**src/rtl/assert_macros.svh**
```systemverilog
// assertion macros used by the rtl top level
`ifndef ASSERT_MACROS_SVH
`define ASSERT_MACROS_SVH

// concurrent check on the rising clock, masked while reset is asserted
`define PMS_ASSERT(lbl, clk, rst_n, prop, msg) \
  lbl: assert property (@(posedge clk) disable iff (!rst_n) (prop)) else $error(msg);

// concurrent check on the rising clock that also holds during reset
`define PMS_ASSERT_ALWAYS(lbl, clk, prop, msg) \
  lbl: assert property (@(posedge clk) (prop)) else $error(msg);

`endif

```
**src/rtl/pms_pkg.sv**
```systemverilog
// types and constants of the power mode sequencer
package pms_pkg;

  localparam int unsigned TimeW = 32;
  localparam int unsigned ModeW = 3;
  localparam int unsigned CfgIdxW = 2;

  // power modes
  typedef enum logic [ModeW-1:0] {
    MODE_STANDBY  = 3'd0,
    MODE_SLEEP    = 3'd1,
    MODE_COLDBOOT = 3'd2,
    MODE_RUNDOWN  = 3'd3,
    MODE_TURBO    = 3'd4,
    MODE_IGNITION = 3'd5,
    MODE_STARTING = 3'd6,
    MODE_RUNNING  = 3'd7
  } mode_e;

  // request codes
  localparam logic [ModeW-1:0] REQ_STANDBY  = 3'd0;
  localparam logic [ModeW-1:0] REQ_SLEEP    = 3'd1;
  localparam logic [ModeW-1:0] REQ_COLDBOOT = 3'd2;
  localparam logic [ModeW-1:0] REQ_RUNDOWN  = 3'd3;
  localparam logic [ModeW-1:0] REQ_RUNNING  = 3'd4;

  // configuration register indexes
  localparam logic [CfgIdxW-1:0] CFG_STANDBY_ACCEPT = 2'd0;
  localparam logic [CfgIdxW-1:0] CFG_SLEEP_ACCEPT   = 2'd1;
  localparam logic [CfgIdxW-1:0] CFG_TURBO_HOLD     = 2'd2;

  typedef struct packed {
    logic [TimeW-1:0] standby_accept_time;
    logic [TimeW-1:0] sleep_accept_time;
    logic [TimeW-1:0] turbo_hold_time;
  } cfg_t;

  typedef struct packed {
    mode_e            mode;
    logic [TimeW-1:0] switch_time;
    logic [TimeW-1:0] turbo_held;
  } state_t;

  typedef struct packed {
    mode_e            mode_now;
    logic             apply_standby;
    logic             apply_sleep;
    logic [TimeW-1:0] turbo_elapsed;
    logic             mode_changed;
  } result_t;

endpackage

```
**src/rtl/pms_if.sv**
```systemverilog
// stream interfaces for ticks in and mode results out
interface pms_in_if import pms_pkg::*; ();
  logic             valid;
  logic             ready;
  logic [TimeW-1:0] now_us;
  logic [ModeW-1:0] requested_mode;

  modport source (output valid, output now_us, output requested_mode, input ready);
  modport sink (input valid, input now_us, input requested_mode, output ready);
endinterface

interface pms_out_if import pms_pkg::*; ();
  logic             valid;
  logic             ready;
  logic [ModeW-1:0] mode_now;
  logic             apply_standby;
  logic             apply_sleep;
  logic [TimeW-1:0] turbo_elapsed;
  logic             mode_changed;

  modport source (output valid, output mode_now, output apply_standby, output apply_sleep,
                  output turbo_elapsed, output mode_changed, input ready);
  modport sink (input valid, input mode_now, input apply_standby, input apply_sleep,
                input turbo_elapsed, input mode_changed, output ready);
endinterface

```
**src/rtl/pms_step.sv**
```systemverilog
// combinational step: request table, elapsed time, apply pulses, turbo timeout
module pms_step import pms_pkg::*; (
  input  state_t           state_i,
  input  cfg_t             cfg_i,
  input  logic [TimeW-1:0] now_us_i,
  input  logic [ModeW-1:0] req_i,
  output state_t           state_o,
  output result_t          result_o
);

  mode_e            table_mode;
  mode_e            mode;
  logic [TimeW-1:0] elapsed;
  logic [TimeW-1:0] held;

  // wrapping time since the last switch
  assign elapsed = now_us_i - state_i.switch_time;

  // request table, unused request codes fall to the last row
  always_comb begin
    table_mode = state_i.mode;
    unique case (state_i.mode)
      MODE_STANDBY, MODE_SLEEP: begin
        priority if (req_i == REQ_STANDBY) table_mode = MODE_STANDBY;
        else if (req_i == REQ_SLEEP)       table_mode = MODE_SLEEP;
        else                               table_mode = MODE_COLDBOOT;
      end
      MODE_COLDBOOT: begin
        priority if (req_i == REQ_STANDBY) table_mode = MODE_STANDBY;
        else if (req_i == REQ_SLEEP)       table_mode = MODE_SLEEP;
        else if (req_i == REQ_RUNDOWN)     table_mode = MODE_RUNDOWN;
        else if (req_i == REQ_RUNNING)     table_mode = MODE_IGNITION;
        else                               table_mode = MODE_COLDBOOT;
      end
      MODE_RUNDOWN: begin
        priority if (req_i == REQ_STANDBY) table_mode = MODE_STANDBY;
        else if (req_i == REQ_SLEEP)       table_mode = MODE_SLEEP;
        else if (req_i == REQ_COLDBOOT)    table_mode = MODE_COLDBOOT;
        else if (req_i == REQ_RUNNING)     table_mode = MODE_IGNITION;
        else                               table_mode = MODE_RUNDOWN;
      end
      MODE_TURBO: begin
        priority if (req_i <= REQ_COLDBOOT) table_mode = MODE_RUNDOWN;
        else if (req_i == REQ_RUNNING)      table_mode = MODE_IGNITION;
        else                                table_mode = MODE_TURBO;
      end
      MODE_IGNITION: begin
        if (req_i <= REQ_RUNDOWN) table_mode = MODE_RUNDOWN;
        else                      table_mode = MODE_IGNITION;
      end
      MODE_STARTING: begin
        if (req_i <= REQ_RUNDOWN) table_mode = MODE_IGNITION;
        else                      table_mode = MODE_STARTING;
      end
      MODE_RUNNING: begin
        if (req_i <= REQ_RUNDOWN) table_mode = MODE_TURBO;
        else                      table_mode = MODE_RUNNING;
      end
      default: table_mode = state_i.mode;
    endcase
  end

  // turbo timer sample and timeout
  always_comb begin
    held = state_i.turbo_held;
    mode = table_mode;
    if (state_i.mode == MODE_TURBO) begin
      held = elapsed;
      if (table_mode == MODE_TURBO && elapsed > cfg_i.turbo_hold_time) begin
        mode = MODE_RUNDOWN;
      end
    end
  end

  // next state
  assign state_o.mode        = mode;
  assign state_o.switch_time = (mode != state_i.mode) ? now_us_i : state_i.switch_time;
  assign state_o.turbo_held  = held;

  // result of this tick
  assign result_o.mode_now      = mode;
  assign result_o.apply_standby = (state_i.mode == MODE_STANDBY) && (mode == MODE_STANDBY) &&
                                  (elapsed > cfg_i.standby_accept_time);
  assign result_o.apply_sleep   = (state_i.mode == MODE_SLEEP) && (mode == MODE_SLEEP) &&
                                  (elapsed > cfg_i.sleep_accept_time);
  assign result_o.turbo_elapsed = held;
  assign result_o.mode_changed  = (mode != state_i.mode);

endmodule

```
**src/rtl/power_mode_sequencer_unit.sv**
```systemverilog
// power mode sequencer top level: input register, mode state, result register
// path: an accepted tick is held in the input register, then its result in the result register
// throughput: one tick per cycle while results are taken, the step between registers is combinational
// while a result waits to be taken one more tick enters the input register, then input stalls
// reset (rst_ni low, asynchronous): mode standby, switch and turbo times zero,
// configuration registers zero, both pipeline registers empty
`include "assert_macros.svh"

module power_mode_sequencer_unit import pms_pkg::*; (
  input  logic               clk_i,
  input  logic               rst_ni,
  input  logic               cfg_we_i,
  input  logic [CfgIdxW-1:0] cfg_idx_i,
  input  logic [TimeW-1:0]   cfg_wdata_i,
  pms_in_if.sink             in_if,
  pms_out_if.source          out_if
);

  cfg_t             cfg_q;
  state_t           state_q, state_d;
  result_t          result_d, out_q;
  logic             s1_valid_q, out_valid_q;
  logic [TimeW-1:0] s1_now_q;
  logic [ModeW-1:0] s1_req_q;
  logic             s1_adv;
  logic             in_take;

  // handshakes
  assign s1_adv      = s1_valid_q && (!out_valid_q || out_if.ready);
  assign in_if.ready = !s1_valid_q || s1_adv;
  assign in_take     = in_if.valid && in_if.ready;

  // configuration registers
  always_ff @(posedge clk_i or negedge rst_ni) begin
    if (!rst_ni) begin
      cfg_q <= '0;
    end else if (cfg_we_i) begin
      unique case (cfg_idx_i)
        CFG_STANDBY_ACCEPT: cfg_q.standby_accept_time <= cfg_wdata_i;
        CFG_SLEEP_ACCEPT:   cfg_q.sleep_accept_time   <= cfg_wdata_i;
        CFG_TURBO_HOLD:     cfg_q.turbo_hold_time     <= cfg_wdata_i;
        default: ;
      endcase
    end
  end

  // input register control
  always_ff @(posedge clk_i or negedge rst_ni) begin
    if (!rst_ni) begin
      s1_valid_q <= 1'b0;
    end else if (in_if.ready) begin
      s1_valid_q <= in_if.valid;
    end
  end

  // input register payload
  always_ff @(posedge clk_i) begin
    if (in_take) begin
      s1_now_q <= in_if.now_us;
      s1_req_q <= in_if.requested_mode;
    end
  end

  // one tick of the sequencer
  pms_step u_step (
    .state_i  (state_q),
    .cfg_i    (cfg_q),
    .now_us_i (s1_now_q),
    .req_i    (s1_req_q),
    .state_o  (state_d),
    .result_o (result_d)
  );

  // mode state
  always_ff @(posedge clk_i or negedge rst_ni) begin
    if (!rst_ni) begin
      state_q <= '{mode: MODE_STANDBY, switch_time: '0, turbo_held: '0};
    end else if (s1_adv) begin
      state_q <= state_d;
    end
  end

  // result register control
  always_ff @(posedge clk_i or negedge rst_ni) begin
    if (!rst_ni) begin
      out_valid_q <= 1'b0;
    end else if (s1_adv) begin
      out_valid_q <= 1'b1;
    end else if (out_if.ready) begin
      out_valid_q <= 1'b0;
    end
  end

  // result register payload
  always_ff @(posedge clk_i) begin
    if (s1_adv) begin
      out_q <= result_d;
    end
  end

  assign out_if.valid         = out_valid_q;
  assign out_if.mode_now      = out_q.mode_now;
  assign out_if.apply_standby = out_q.apply_standby;
  assign out_if.apply_sleep   = out_q.apply_sleep;
  assign out_if.turbo_elapsed = out_q.turbo_elapsed;
  assign out_if.mode_changed  = out_q.mode_changed;

  // checks
  `PMS_ASSERT(a_mode_tracks_result, clk_i, rst_ni, s1_adv |=> (state_q.mode == out_q.mode_now), "stored mode differs from reported mode")
  `PMS_ASSERT(a_switch_on_change, clk_i, rst_ni, (s1_adv && result_d.mode_changed) |=> (state_q.switch_time == $past(s1_now_q)), "switch time not taken on mode change")
  `PMS_ASSERT(a_apply_standby_mode, clk_i, rst_ni, (out_valid_q && out_q.apply_standby) |-> ((out_q.mode_now == MODE_STANDBY) && !out_q.mode_changed), "standby apply outside steady standby")
  `PMS_ASSERT_ALWAYS(a_sleep_apply_mode, clk_i, (out_valid_q && out_q.apply_sleep) |-> (out_q.mode_now == MODE_SLEEP), "sleep apply outside sleep")

endmodule

```
**src/flat_wrapper.sv**
```systemverilog
// flat-port wrapper written by rule: the top's interface ports become plain ports
module power_mode_sequencer_unit_flat import pms_pkg::*;
  (clk_i, rst_ni, cfg_we_i, cfg_idx_i, cfg_wdata_i, in_if_valid, in_if_now_us, in_if_requested_mode, in_if_ready, out_if_valid, out_if_mode_now, out_if_apply_standby, out_if_apply_sleep, out_if_turbo_elapsed, out_if_mode_changed, out_if_ready);
  pms_in_if in_if_i ();
  pms_out_if out_if_i ();
  input  logic clk_i;
  input  logic rst_ni;
  input  logic cfg_we_i;
  input  logic [CfgIdxW-1:0] cfg_idx_i;
  input  logic [TimeW-1:0] cfg_wdata_i;
  input wire logic [$bits(in_if_i.valid)-1:0] in_if_valid;
  input wire logic [$bits(in_if_i.now_us)-1:0] in_if_now_us;
  input wire logic [$bits(in_if_i.requested_mode)-1:0] in_if_requested_mode;
  output wire logic [$bits(in_if_i.ready)-1:0] in_if_ready;
  output wire logic [$bits(out_if_i.valid)-1:0] out_if_valid;
  output wire logic [$bits(out_if_i.mode_now)-1:0] out_if_mode_now;
  output wire logic [$bits(out_if_i.apply_standby)-1:0] out_if_apply_standby;
  output wire logic [$bits(out_if_i.apply_sleep)-1:0] out_if_apply_sleep;
  output wire logic [$bits(out_if_i.turbo_elapsed)-1:0] out_if_turbo_elapsed;
  output wire logic [$bits(out_if_i.mode_changed)-1:0] out_if_mode_changed;
  input wire logic [$bits(out_if_i.ready)-1:0] out_if_ready;
  assign in_if_i.valid = in_if_valid;
  assign in_if_i.now_us = in_if_now_us;
  assign in_if_i.requested_mode = in_if_requested_mode;
  assign in_if_ready = in_if_i.ready;
  assign out_if_valid = out_if_i.valid;
  assign out_if_mode_now = out_if_i.mode_now;
  assign out_if_apply_standby = out_if_i.apply_standby;
  assign out_if_apply_sleep = out_if_i.apply_sleep;
  assign out_if_turbo_elapsed = out_if_i.turbo_elapsed;
  assign out_if_mode_changed = out_if_i.mode_changed;
  assign out_if_i.ready = out_if_ready;
  power_mode_sequencer_unit u_core (.clk_i(clk_i), .rst_ni(rst_ni), .cfg_we_i(cfg_we_i), .cfg_idx_i(cfg_idx_i), .cfg_wdata_i(cfg_wdata_i), .in_if(in_if_i), .out_if(out_if_i));
endmodule
```
**config.mk**
```make
export PLATFORM = sky130hd
export DESIGN_NAME = power_mode_sequencer_unit_flat
export DESIGN_NICKNAME = d
export VERILOG_FILES = /design/src/rtl/pms_pkg.sv /design/src/rtl/pms_if.sv /design/src/rtl/pms_step.sv /design/src/rtl/power_mode_sequencer_unit.sv /design/src/flat_wrapper.sv
export VERILOG_INCLUDE_DIRS = /design/src /design/src/rtl
export SDC_FILE = /design/constraint.sdc
export NUM_CORES = 1
export LEC_CHECK = 0
export BUFFER_PORTS_ARGS = -buffer_cell sky130_fd_sc_hd__buf_2
export CORE_MARGIN = 5
export CORE_UTILIZATION = 61
export CTS_CLUSTER_DIAMETER = 50
export DETAILED_ROUTE_END_ITERATION = 16
export PLACE_DENSITY = 0.81
export SLEW_MARGIN = 0
export SYNTH_ARGS = -nofsm -noshare
export SYNTH_HDL_FRONTEND = slang
export SYNTH_HIERARCHICAL = 1
export SYNTH_SLANG_ARGS = --single-unit
```
**constraint.sdc**
```tcl
create_clock -name clk_i -period 7.1 [get_ports clk_i]
set_clock_uncertainty 0.1 [all_clocks]
set_input_delay 0.71 -clock clk_i [delete_from_list [all_inputs] [get_ports clk_i]]
set_output_delay 0.71 -clock clk_i [all_outputs]
set_load 0.02 [all_outputs]
```
Word level (Yosys, flattened, before mapping)
Index checks and enable logic that the tools add are counted.

Bits in registers: 238. Bits in latches: 0. Bits in writable memories: 0. Bits in read-only memories: 0. Input port bits: 74. Output and inout bits: 40. Logic and storage cells: 79. Memories kept: 0.

Add/sub/neg operators: 1. $mul: 0. Divide/modulo/power cells: 0. $lt $le $gt $ge: 5. Equal/unequal tests: 16. Shifts and indexed selects: 0. Muxes and demuxes: 21. Bitwise logic cells: 0. Reduce and logical (&&, ||, !) cells: 21.

Operators with widths (number): $gt A32 B32 Y1 (3); $mux W3 (12); $mux W32 (1); $sub A32 B32 Y32 (1); $pmux W3 S7 (1); $eq A3 B3 Y1 const B (6); $eq A3 B2 Y1 const B (4); $eq A3 B1 Y1 const B (3); $logic_not A3 Y1 (3); $mux W2 (4); $reduce_and A2 Y1 (4); $logic_and A1 B1 Y1 (7); $le A3 B2 Y1 const B (2); $mux W1 (3); $ne A3 B3 Y1 (1); $eq A2 B1 Y1 const B (1); $eq A2 B2 Y1 const B (1); $logic_not A1 Y1 (2); $logic_not A2 Y1 (1); $logic_or A1 B1 Y1 (2); $reduce_bool A2 Y1 (1); $reduce_or A2 Y1 (1).

Logic depth before layout (Yosys ltp)
Gate-level depths: netlist (run 1).

Depth in word-level cells: 13. Gate-level depth with buffers: 23. Gate-level depth less buffers: 22.

Modules after synthesis
The synthesis (run 1) kept the hierarchy.

Modules (own cells, without submodules): power_mode_sequencer_unit (instances 1, cells an instance 427, area an instance 8395.6 um2, sequential area each 6321.1 um2); pms_step (instances 1, cells an instance 784, area an instance 5641.7 um2, sequential area each 0.0 um2).

Worst setup path before layout (run 1)
Ideal clock, no wire load.

Path type: reg-to-reg. Start: register u_core.s1_now_q[0]. End: register u_core/state_q[53] (netlist bit). Library setup time: 0.127 ns. Arrival time: 4.827 ns. Data required time: 6.873 ns. Setup slack: 2.046 ns. Cell stages (with the launch flop): 22. Buffers on the path: 1. Clock period less this slack: 5.054 ns. Cell sequence: edfxtp_1 > inv_1 > ha_1 > inv_1 > fa_1 > a21oi_1 > nor2_1 > o2111ai_1 > a31oi_1 > a31oi_1 > o21ai_0 > a21oi_1 > xnor2_1 > ha_1 > a21o_1 > a2111oi_0 > a21oi_1 > o31a_1 > o41ai_4 > buf_6 > mux2_4 > mux2_1.

Word-level cells in the longest chain between the ends: 7.

Ends and longest elaborated chain: start, declared (RTL line power_mode_sequencer_unit.sv:23) `logic [TimeW-1:0] s1_now_q;`; start signal, assigned (RTL line power_mode_sequencer_unit.sv:59) `s1_now_q <= in_if.now_us;`; $sub A32 B32 Y32 (RTL line pms_step.sv:17) `assign elapsed = now_us_i - state_i.switch_time;`; $gt A32 B32 Y1 (RTL line pms_step.sv:69) `if (table_mode == MODE_TURBO && elapsed > cfg_i.turbo_hold_time) begin`; $logic_and A1 B1 Y1 (RTL line pms_step.sv:69); $mux W3 (RTL line pms_step.sv:69); $mux W3 (RTL line pms_step.sv:67) `if (state_i.mode == MODE_TURBO) begin`; $ne A3 B3 Y1 (RTL line pms_step.sv:77) `assign state_o.switch_time = (mode != state_i.mode) ? now_us_i : state_i.switch_time;`; $reduce_and A2 Y1 (no source line); end signal, assigned (RTL line power_mode_sequencer_unit.sv:77) `state_q <= '{mode: MODE_STANDBY, switch_time: '0, turbo_held: '0};`; end signal, assigned (RTL line power_mode_sequencer_unit.sv:79) `state_q <= state_d;`; end, declared (RTL line power_mode_sequencer_unit.sv:20) `state_t state_q, state_d;`.

Every way passes these cells. A chain may end at the register's enable or synchronous reset.

Worst setup path in the final report (run 1)
Start: register u_core.s1_now_q[0]. End: register u_core/state_q[63] (netlist bit).

The elaborated chain is that of the path after synthesis.

==> results of run 1 <==
## worst max-delay path by stage
| stage | start | end | slack [ns] | cells after the start |
|---|---|---|---|---|
| 6_report | u_core/s1_now_q[0] | u_core/state_q[63] | 1.01 | 21 |
| 3_3_place_gp | u_core/s1_now_q[0] | u_core/state_q[32] | 1.12 | 21 |
| 5_1_grt | u_core/s1_now_q[0] | u_core/state_q[63] | 0.63 | 21 |
| 2_1_floorplan | u_core/s1_now_q[0] | u_core/state_q[53] | 2.05 | 21 |
| 4_1_cts | u_core/s1_now_q[0] | u_core/state_q[32] | 1.05 | 21 |
| 3_5_place_dp | u_core/s1_now_q[0] | u_core/state_q[32] | 1.07 | 21 |
## cells in the mapped netlist, types with 5 or more instances
master	number	area share [%]
sky130_fd_sc_hd__mux2_2	180	14
sky130_fd_sc_hd__dfrtp_1	165	29
sky130_fd_sc_hd__inv_1	138	3.7
sky130_fd_sc_hd__ha_1	127	11
sky130_fd_sc_hd__edfxtp_1	73	16
sky130_fd_sc_hd__a21oi_1	65	2.3
sky130_fd_sc_hd__nand2_1	61	1.6
sky130_fd_sc_hd__buf_4	37	2.0
sky130_fd_sc_hd__o21ai_0	30	1.1
sky130_fd_sc_hd__mux2_4	29	3.1
sky130_fd_sc_hd__nand3_1	27	0.96
sky130_fd_sc_hd__a21o_1	26	1.4
sky130_fd_sc_hd__nor2_1	26	0.70
sky130_fd_sc_hd__nand4_1	19	0.85
sky130_fd_sc_hd__clkbuf_1	17	0.45
sky130_fd_sc_hd__xnor2_1	16	1.0
sky130_fd_sc_hd__xor2_1	13	0.81
sky130_fd_sc_hd__buf_6	10	0.80
sky130_fd_sc_hd__nand2b_1	10	0.45
sky130_fd_sc_hd__nor3_1	10	0.36
sky130_fd_sc_hd__nor2b_1	9	0.40
sky130_fd_sc_hd__o21a_1	9	0.48
sky130_fd_sc_hd__a211oi_1	7	0.37
sky130_fd_sc_hd__and3_1	7	0.31
sky130_fd_sc_hd__and2_1	6	0.27
sky130_fd_sc_hd__and4_1	5	0.31
sky130_fd_sc_hd__buf_2	5	0.18
sky130_fd_sc_hd__o21bai_1	5	0.27
## power groups by stage
stage               logic, mW  registers (mW)  clock network, mW
finish                   4.14            2.06               1.34
floorplan                3.13            2.10                  0
global route             4.56            2.11               1.43
CTS                      4.10            2.06               1.37
detailed placement       4.05            2.08                  0
global placement         3.91            2.05                  0
## routing by layer
layer | wire length [um] | vias up | GRT usage, %
met4 | 918 | 0 | 7.54
li1 | - | 4439 | -
met3 | 1460 | 60 | 3.12
met5 | 0 | - | 0
met2 | 14900 | 278 | 39.8
met1 | 13500 | 4600 | 31.6
## registers in the layout, summed over array words and instances (netlist names)
| signal | cells |
|---|---|
| u_core/cfg_q | 96 |
| u_core/s1_now_q | 32 |
| u_core/state_q | 67 |
| u_core/out_if.turbo_elapsed | 32 |
| u_core/out_if.apply_sleep | 1 |
| u_core/out_if.mode_now | 3 |
| u_core/out_if.mode_changed | 1 |
| u_core/s1_valid_q | 1 |
| u_core/s1_req_q | 3 |
| u_core/out_if.apply_standby | 1 |
| u_core/out_if.valid | 1 |
## layout make-up
| type | instances | area (um2) | area share (%) |
|---|---|---|---|
| Clock inverter | 16 | 160 | 1.04 |
| Inverter | 138 | 518 | 3.37 |
| Sequential cell | 238 | 6320 | 41.1 |
| Tap cell | 285 | 357 | 2.32 |
| Timing Repair Buffer | 122 | 639 | 4.16 |
| Clock buffer | 32 | 694 | 4.52 |
| Multi-Input combinational cell | 762 | 6670 | 43.4 |
## logic make-up after synthesis
kind of cell / Yosys count / synth area share (%)
compound gates: 187 / 8.76
simple gates: 205 / 7.65
fa+ha+maj: 128 / 11.5
flops: 238 / 45.0
xor+xnor: 29 / 1.81
mux: 213 / 17.9
buf+inv: 211 / 7.42
## through the flow
| step | hold WS, ns | cell area, um2 |
|---|---|---|
| after floorplan | 0.314 | 14000 |
| after global placement | 0.371 | 14500 |
| after detailed placement | 0.390 | 14500 |
| after CTS | 0.235 | 15400 |
| after global routing | 0.231 | 15400 |
| final | 0.224 | 15400 |
## worst max-delay path, stage by stage (launching register included)
cell and delay, ns:
sky130_fd_sc_hd__edfxtp_1 0.38, sky130_fd_sc_hd__inv_1 0.07, sky130_fd_sc_hd__ha_1 0.15, sky130_fd_sc_hd__inv_1 0.05, sky130_fd_sc_hd__fa_1 0.40, sky130_fd_sc_hd__a21oi_1 0.20, sky130_fd_sc_hd__nor2_1 0.10, sky130_fd_sc_hd__o2111ai_1 0.25
sky130_fd_sc_hd__a31oi_1 0.25, sky130_fd_sc_hd__a22oi_1 0.39, sky130_fd_sc_hd__o21ai_0 0.17, sky130_fd_sc_hd__xor2_1 0.39, sky130_fd_sc_hd__ha_1 0.34, sky130_fd_sc_hd__a21oi_1 0.15, sky130_fd_sc_hd__a21boi_1 0.07, sky130_fd_sc_hd__a2111oi_0 0.43
sky130_fd_sc_hd__a21oi_1 0.16, sky130_fd_sc_hd__o31a_1 0.38, sky130_fd_sc_hd__o41ai_4 0.29, sky130_fd_sc_hd__buf_4 0.56, sky130_fd_sc_hd__mux2_2 0.40, sky130_fd_sc_hd__mux2_2 0.25
==> results.txt, run 1 <==
first-iteration detailed-routing DRC count -> 659
Critical Path End Type -> register
switching power as a share of total power -> 41.2%
required time of the critical path -> 7.41 ns
number of non-filler instances in the completed layout -> 1,593
nets in the synthesized netlist -> 1,413
Mapped Avg Cell Area -> 11.6 um2
number of nets in the finished design -> 1,490
number of synthesized register bits -> 238
Post-CTS Resized -> 0
overall via count from detail_route -> 9,377
most common cell after layout, fill and taps aside -> sky130_fd_sc_hd__mux2_2
overall overflow remaining after global route -> 0
FF-to-FF Start -> u_core/s1_now_q[0]
Mapped Cells -> 1,211
P&R area growth vs syn -> 9.45%
share of cells above drive strength 1 -> 29.1%
number of global-route vias before repair -> 9,581
number of different library cells in the post-synthesis netlist -> 68
Slew @ Worst Pin -> 1.03 ns
half-perimeter wire length of the detailed placement result -> 22,300 um
number of antenna violations at the first check in global routing -> 0
share of synthesized flip-flops with an asynchronous set or reset -> 69.3%
die outline height -> 162 um
worst setup margin -> 1.01 ns
GP Congestion -> 0.943
Logic pwr share -> 54.9%
starting density of the core -> 62.0%
depth of the worst register-to-register path -> 21
number of buffers inserted by post-CTS setup repair -> 0
Worst-Skew Late Latency -> 0.53 ns
htree depth -> 1
Post-Route Utilization -> 67.9%
Pwr per Cell Area -> 491 nW/um2
number of buffers created by CTS -> 26
crit share post-route -> 85.8%
Hold/Removal Path Class -> input port to asynchronous set/reset pin
timing-limited maximum frequency -> 164 MHz
status -> finished clean
Port-buffer cells -> 113
number of primary I/O pins -> 114
count of final hold-check violations -> 0
Clock Power Share -> 17.8%
Setup CP Type -> register to register
Sink Count -> 238
part of the Yosys area used for sequential elements -> 45.0%
overall die width -> 162 um
startpoint type of the worst setup path -> register
CTS root buf -> sky130_fd_sc_hd__clkbuf_16
setup repair after global routing missed its margin -> no
CTS Hold Bufs -> 0
commonest cells after routing, fill and taps aside -> sky130_fd_sc_hd__mux2_2, sky130_fd_sc_hd__dfrtp_1, sky130_fd_sc_hd__inv_1
GRT Resource Usage Total -> 23.4%
number of warning messages in the yosys log -> 6
post-detailed-route count of antenna-violating nets -> 0
clock tree from TritonCTS -> done
worst slew slack as a fraction of its limit -> 30.8%
main flop type after synthesis -> sky130_fd_sc_hd__dfrtp_1
final-layout fill cell count -> 1,681
DIE AREA -> 26,100 um2
arrival time at the worst endpoint -> 6.40 ns
maximum number of pins on one net before global-route repair -> 107
detailed-router iteration count before antenna repair -> 5
clock transition at the registers of the reported paths -> 0.06 ns
net switching power -> 3.11 mW
number of core rows -> 55
total setup violations reported at the end of the flow -> 0
final critical delay including setup and external delays -> 6.09 ns
routed vias/inst -> 5.89
count of final max-slew check failures -> 0
dpl ws -> 1.07 ns
placed instance count -> 1,545
largest fanout on the critical path -> 33
Wirelength per Cell -> 19.3 um
first-pass GRT wire length -> 49,700 um
number of maximum-capacitance constraint violations -> 0
number of diodes -> 0
capturing point of the worst reg2reg path -> u_core/state_q[63]
setup TNS -> 0 ns
Leak Pwr -> 7.22 nW
VDD IR-drop max -> 0.299 mV
number of buffers on the longest clock path -> 3
internal portion of total power -> 4.43 mW
internal reg-to-reg setup slack -> 1.01 ns
combined area of all synthesized cells -> 14,000 um2
core footprint -> 22,600 um2
number of remaining DRC errors -> 0
overall power of the completed layout -> 7.55 mW
sequential group share of total power -> 27.4%
number of enable flip-flop cells after synthesis -> 73
wire length after detailed routing -> 30,700 um
Power figures use the tool's default switching activity.
==> run 2: changes to the inputs <==
--- a/config.mk
+++ b/config.mk
@@ -7,11 +7,12 @@
 export NUM_CORES = 1
 export LEC_CHECK = 0
 export BUFFER_PORTS_ARGS = -buffer_cell sky130_fd_sc_hd__buf_2
+export CORE_ASPECT_RATIO = 1.4
 export CORE_MARGIN = 5
-export CORE_UTILIZATION = 61
+export CORE_UTILIZATION = 55
 export CTS_CLUSTER_DIAMETER = 50
 export DETAILED_ROUTE_END_ITERATION = 16
-export PLACE_DENSITY = 0.81
+export PLACE_DENSITY = 0.77
 export SLEW_MARGIN = 0
 export SYNTH_ARGS = -nofsm -noshare
 export SYNTH_HDL_FRONTEND = slang
==> constraint.sdc (replaced) <==
create_clock -name clk_i -period 5.25 [get_ports clk_i]
set_clock_uncertainty 0.1 [all_clocks]
set_input_delay 0.525 -clock clk_i [delete_from_list [all_inputs] [get_ports clk_i]]
set_output_delay 0.525 -clock clk_i [all_outputs]
set_load 0.02 [all_outputs]
==> results.txt, run 2 (same netlist as run 1, synthesis figures left out) <==
setup TNS -> 0 ns
hold path endpoint -> u_core/s1_now_q[20]
overall die width -> 145 um
crit share post-route -> 99.6%
CP delay by family, top -> compound AO/OA/AOI/OAI gates
dpl ws -> -0.190 ns
DIE AREA -> 28,900 um2
overall via count from detail_route -> 9,702
number of maximum-capacitance constraint violations -> 0
number of nets in the finished design -> 1,576
starting density of the core -> 55.5%
Hold/Removal Path Class -> input port to register
routed vias/inst -> 5.67
timing-limited maximum frequency -> 191 MHz
count of final max-slew check failures -> 0
startpoint type of the worst setup path -> register
CTS root buf -> sky130_fd_sc_hd__clkbuf_16
max reg flops -> 96
Critical Path End Type -> register
Setup CP Type -> register to register
cell depth of the worst setup path -> 21
overall power of the completed layout -> 11.5 mW
total setup violations reported at the end of the flow -> 0
Sink Count -> 238
hold_ws -> 0.0713 ns
wire length after detailed routing -> 34,100 um
setup repair after global routing missed its margin -> yes
number of diodes -> 0
count of buffer and inverter cells on the critical path -> 5
GP Congestion -> 0.943
Crit-path slowest cell -> sky130_fd_sc_hd__edfxtp_1
Slew @ Worst Pin -> 1.05 ns
arrival time at the worst endpoint -> 5.53 ns
Worst-Skew Late Latency -> 0.53 ns
number of buffers on the longest clock path -> 3
capturing point of the worst reg2reg path -> u_core/state_q[60]
count of final hold-check violations -> 0
number of core rows -> 69
die outline height -> 199 um
final critical delay including setup and external delays -> 5.23 ns
critical path cell sequence -> ha_1, and3_1, o2111a_1, o31a_1, o221ai_2, buf_4, buf_4, o21a_4, o311ai_1, a21oi_1, xor2_1, ha_1, nand4_1, nor2_1, o31a_1, o41ai_4, buf_4, buf_6, buf_12, mux2_4, mux2_2
first-pass GRT wire length -> 52,800 um
Port-buffer cells -> 113
maximum number of pins on one net before global-route repair -> 87
first-iteration detailed-routing DRC count -> 502
post-route cell area -> 16,400 um2
P&R area growth vs syn -> 16.8%
cell seen most often among critical-path stages -> sky130_fd_sc_hd__buf_4
VDD IR-drop max -> 0.429 mV
internal reg-to-reg setup slack -> 0.02 ns
Wirelength per Cell -> 19.9 um
status -> finished clean
largest fanout on the critical path -> 5
half-perimeter wire length of the detailed placement result -> 24,500 um
worst setup margin -> 0.0201 ns
depth of the worst register-to-register path -> 21
number of global-route vias before repair -> 10,000
number of antenna violations at the first check in global routing -> 0
htree depth -> 1
source of the worst hold timing path -> in_if_now_us[20]
worst slew slack as a fraction of its limit -> 29.6%
clock transition at the registers of the reported paths -> 0.06 ns
number of primary I/O pins -> 114
share of cells above drive strength 1 -> 36.6%
placed instance count -> 1,648
number of remaining DRC errors -> 0
hold depth -> 1
FF-to-FF Start -> u_core/s1_now_q[7]
detailed-router iteration count before antenna repair -> 6
core footprint -> 25,300 um2
leading registers by flop count -> u_core/cfg_q (96), u_core/state_q (67)
commonest cells after routing, fill and taps aside -> sky130_fd_sc_hd__mux2_2, sky130_fd_sc_hd__dfrtp_1, sky130_fd_sc_hd__inv_1
number of non-filler instances in the completed layout -> 1,710
Leak Pwr -> 7.70 nW
post-detailed-route count of antenna-violating nets -> 0
highest cell delay on the worst timing path -> 0.40 ns
GRT Resource Usage Total -> 22.8%
Post-Route Utilization -> 64.8%
register name with the most flops -> u_core/cfg_q
most common cell after layout, fill and taps aside -> sky130_fd_sc_hd__mux2_2
Pwr per Cell Area -> 703 nW/um2
clock tree from TritonCTS -> done
post-detailed-placement cell area -> 15,100 um2
number of buffers created by CTS -> 24
required time of the critical path -> 5.55 ns
overall overflow remaining after global route -> 0
run 2: cell types whose count changed in the layout (fill, tap and decap cells not counted), moves of 4 or more:
cell and delta:
sky130_fd_sc_hd__mux2_2 -4, sky130_fd_sc_hd__clkinv_1 -6, sky130_fd_sc_hd__mux2_4 +5, sky130_fd_sc_hd__a21oi_1 -8
sky130_fd_sc_hd__a21oi_2 +6, sky130_fd_sc_hd__o21ai_1 +4, sky130_fd_sc_hd__buf_4 +78, sky130_fd_sc_hd__o21ai_2 +4
sky130_fd_sc_hd__o21ai_0 -8, sky130_fd_sc_hd__ha_1 -5
run 2: worst max-delay path by stage:
stage | to | slack (ns) | from
floorplan | u_core/state_q[53] | 0.20 | u_core/s1_now_q[0]
global placement | u_core/state_q[32] | -0.10 | u_core/s1_now_q[6]
detailed placement | u_core/state_q[32] | -0.19 | u_core/s1_now_q[0]
CTS | u_core/state_q[58] | 0.02 | u_core/s1_now_q[0]
global route | u_core/state_q[58] | -0.14 | u_core/s1_now_q[0]
finish | u_core/state_q[60] | 0.02 | u_core/s1_now_q[7]
run 2: worst reg2reg max path: stages (launching register included):
cell,delay [ns]
sky130_fd_sc_hd__edfxtp_1,0.40
sky130_fd_sc_hd__ha_1,0.36
sky130_fd_sc_hd__and3_1,0.19
sky130_fd_sc_hd__o2111a_1,0.18
sky130_fd_sc_hd__o31a_1,0.19
sky130_fd_sc_hd__o221ai_2,0.11
sky130_fd_sc_hd__buf_4,0.16
sky130_fd_sc_hd__buf_4,0.14
sky130_fd_sc_hd__o21a_4,0.23
sky130_fd_sc_hd__o311ai_1,0.38
sky130_fd_sc_hd__a21oi_1,0.14
sky130_fd_sc_hd__xor2_1,0.36
sky130_fd_sc_hd__ha_1,0.32
sky130_fd_sc_hd__nand4_1,0.12
sky130_fd_sc_hd__nor2_1,0.06
sky130_fd_sc_hd__o31a_1,0.32
sky130_fd_sc_hd__o41ai_4,0.32
sky130_fd_sc_hd__buf_4,0.20
sky130_fd_sc_hd__buf_6,0.13
sky130_fd_sc_hd__buf_12,0.14
sky130_fd_sc_hd__mux2_4,0.30
sky130_fd_sc_hd__mux2_2,0.27
run 2: final cells by class:
class	instances	area (um2)
Clock buffer	34	668
Clock inverter	9	97.6
Fill cell	1919	8900
Inverter	138	518
Multi-Input combinational cell	762	6970
Sequential cell	238	6320
Tap cell	319	399
Timing Repair Buffer	210	1410
run 2: what timing repair did:
action,in CTS,in global routing
endpoints found under the setup margin,32,32
gates resized for setup,23,45
pin swaps,4,34
cloned,2,2
hold buffers,1,0
endpoints found under the hold margin,68,0
buffers inserted,5,10
run 2: power breakdown:
group,internal (mW),leakage (nW),switching (mW)
combinational,3.39,4.66,3.67
clock,0.946,0.370,0.724
sequential,2.49,2.67,0.300
run 2: routing by layer:
layer  wire length, um  part of all wire [%]  track usage [%]  vias up
met5                 0                     0                0        -
li1                  -                     -                -     4611
met3              1330                   3.9             3.12       72
met4              1560                   4.6             10.2        0
met2             18200                    53             42.8      256
met1             13000                    38             25.7     4763
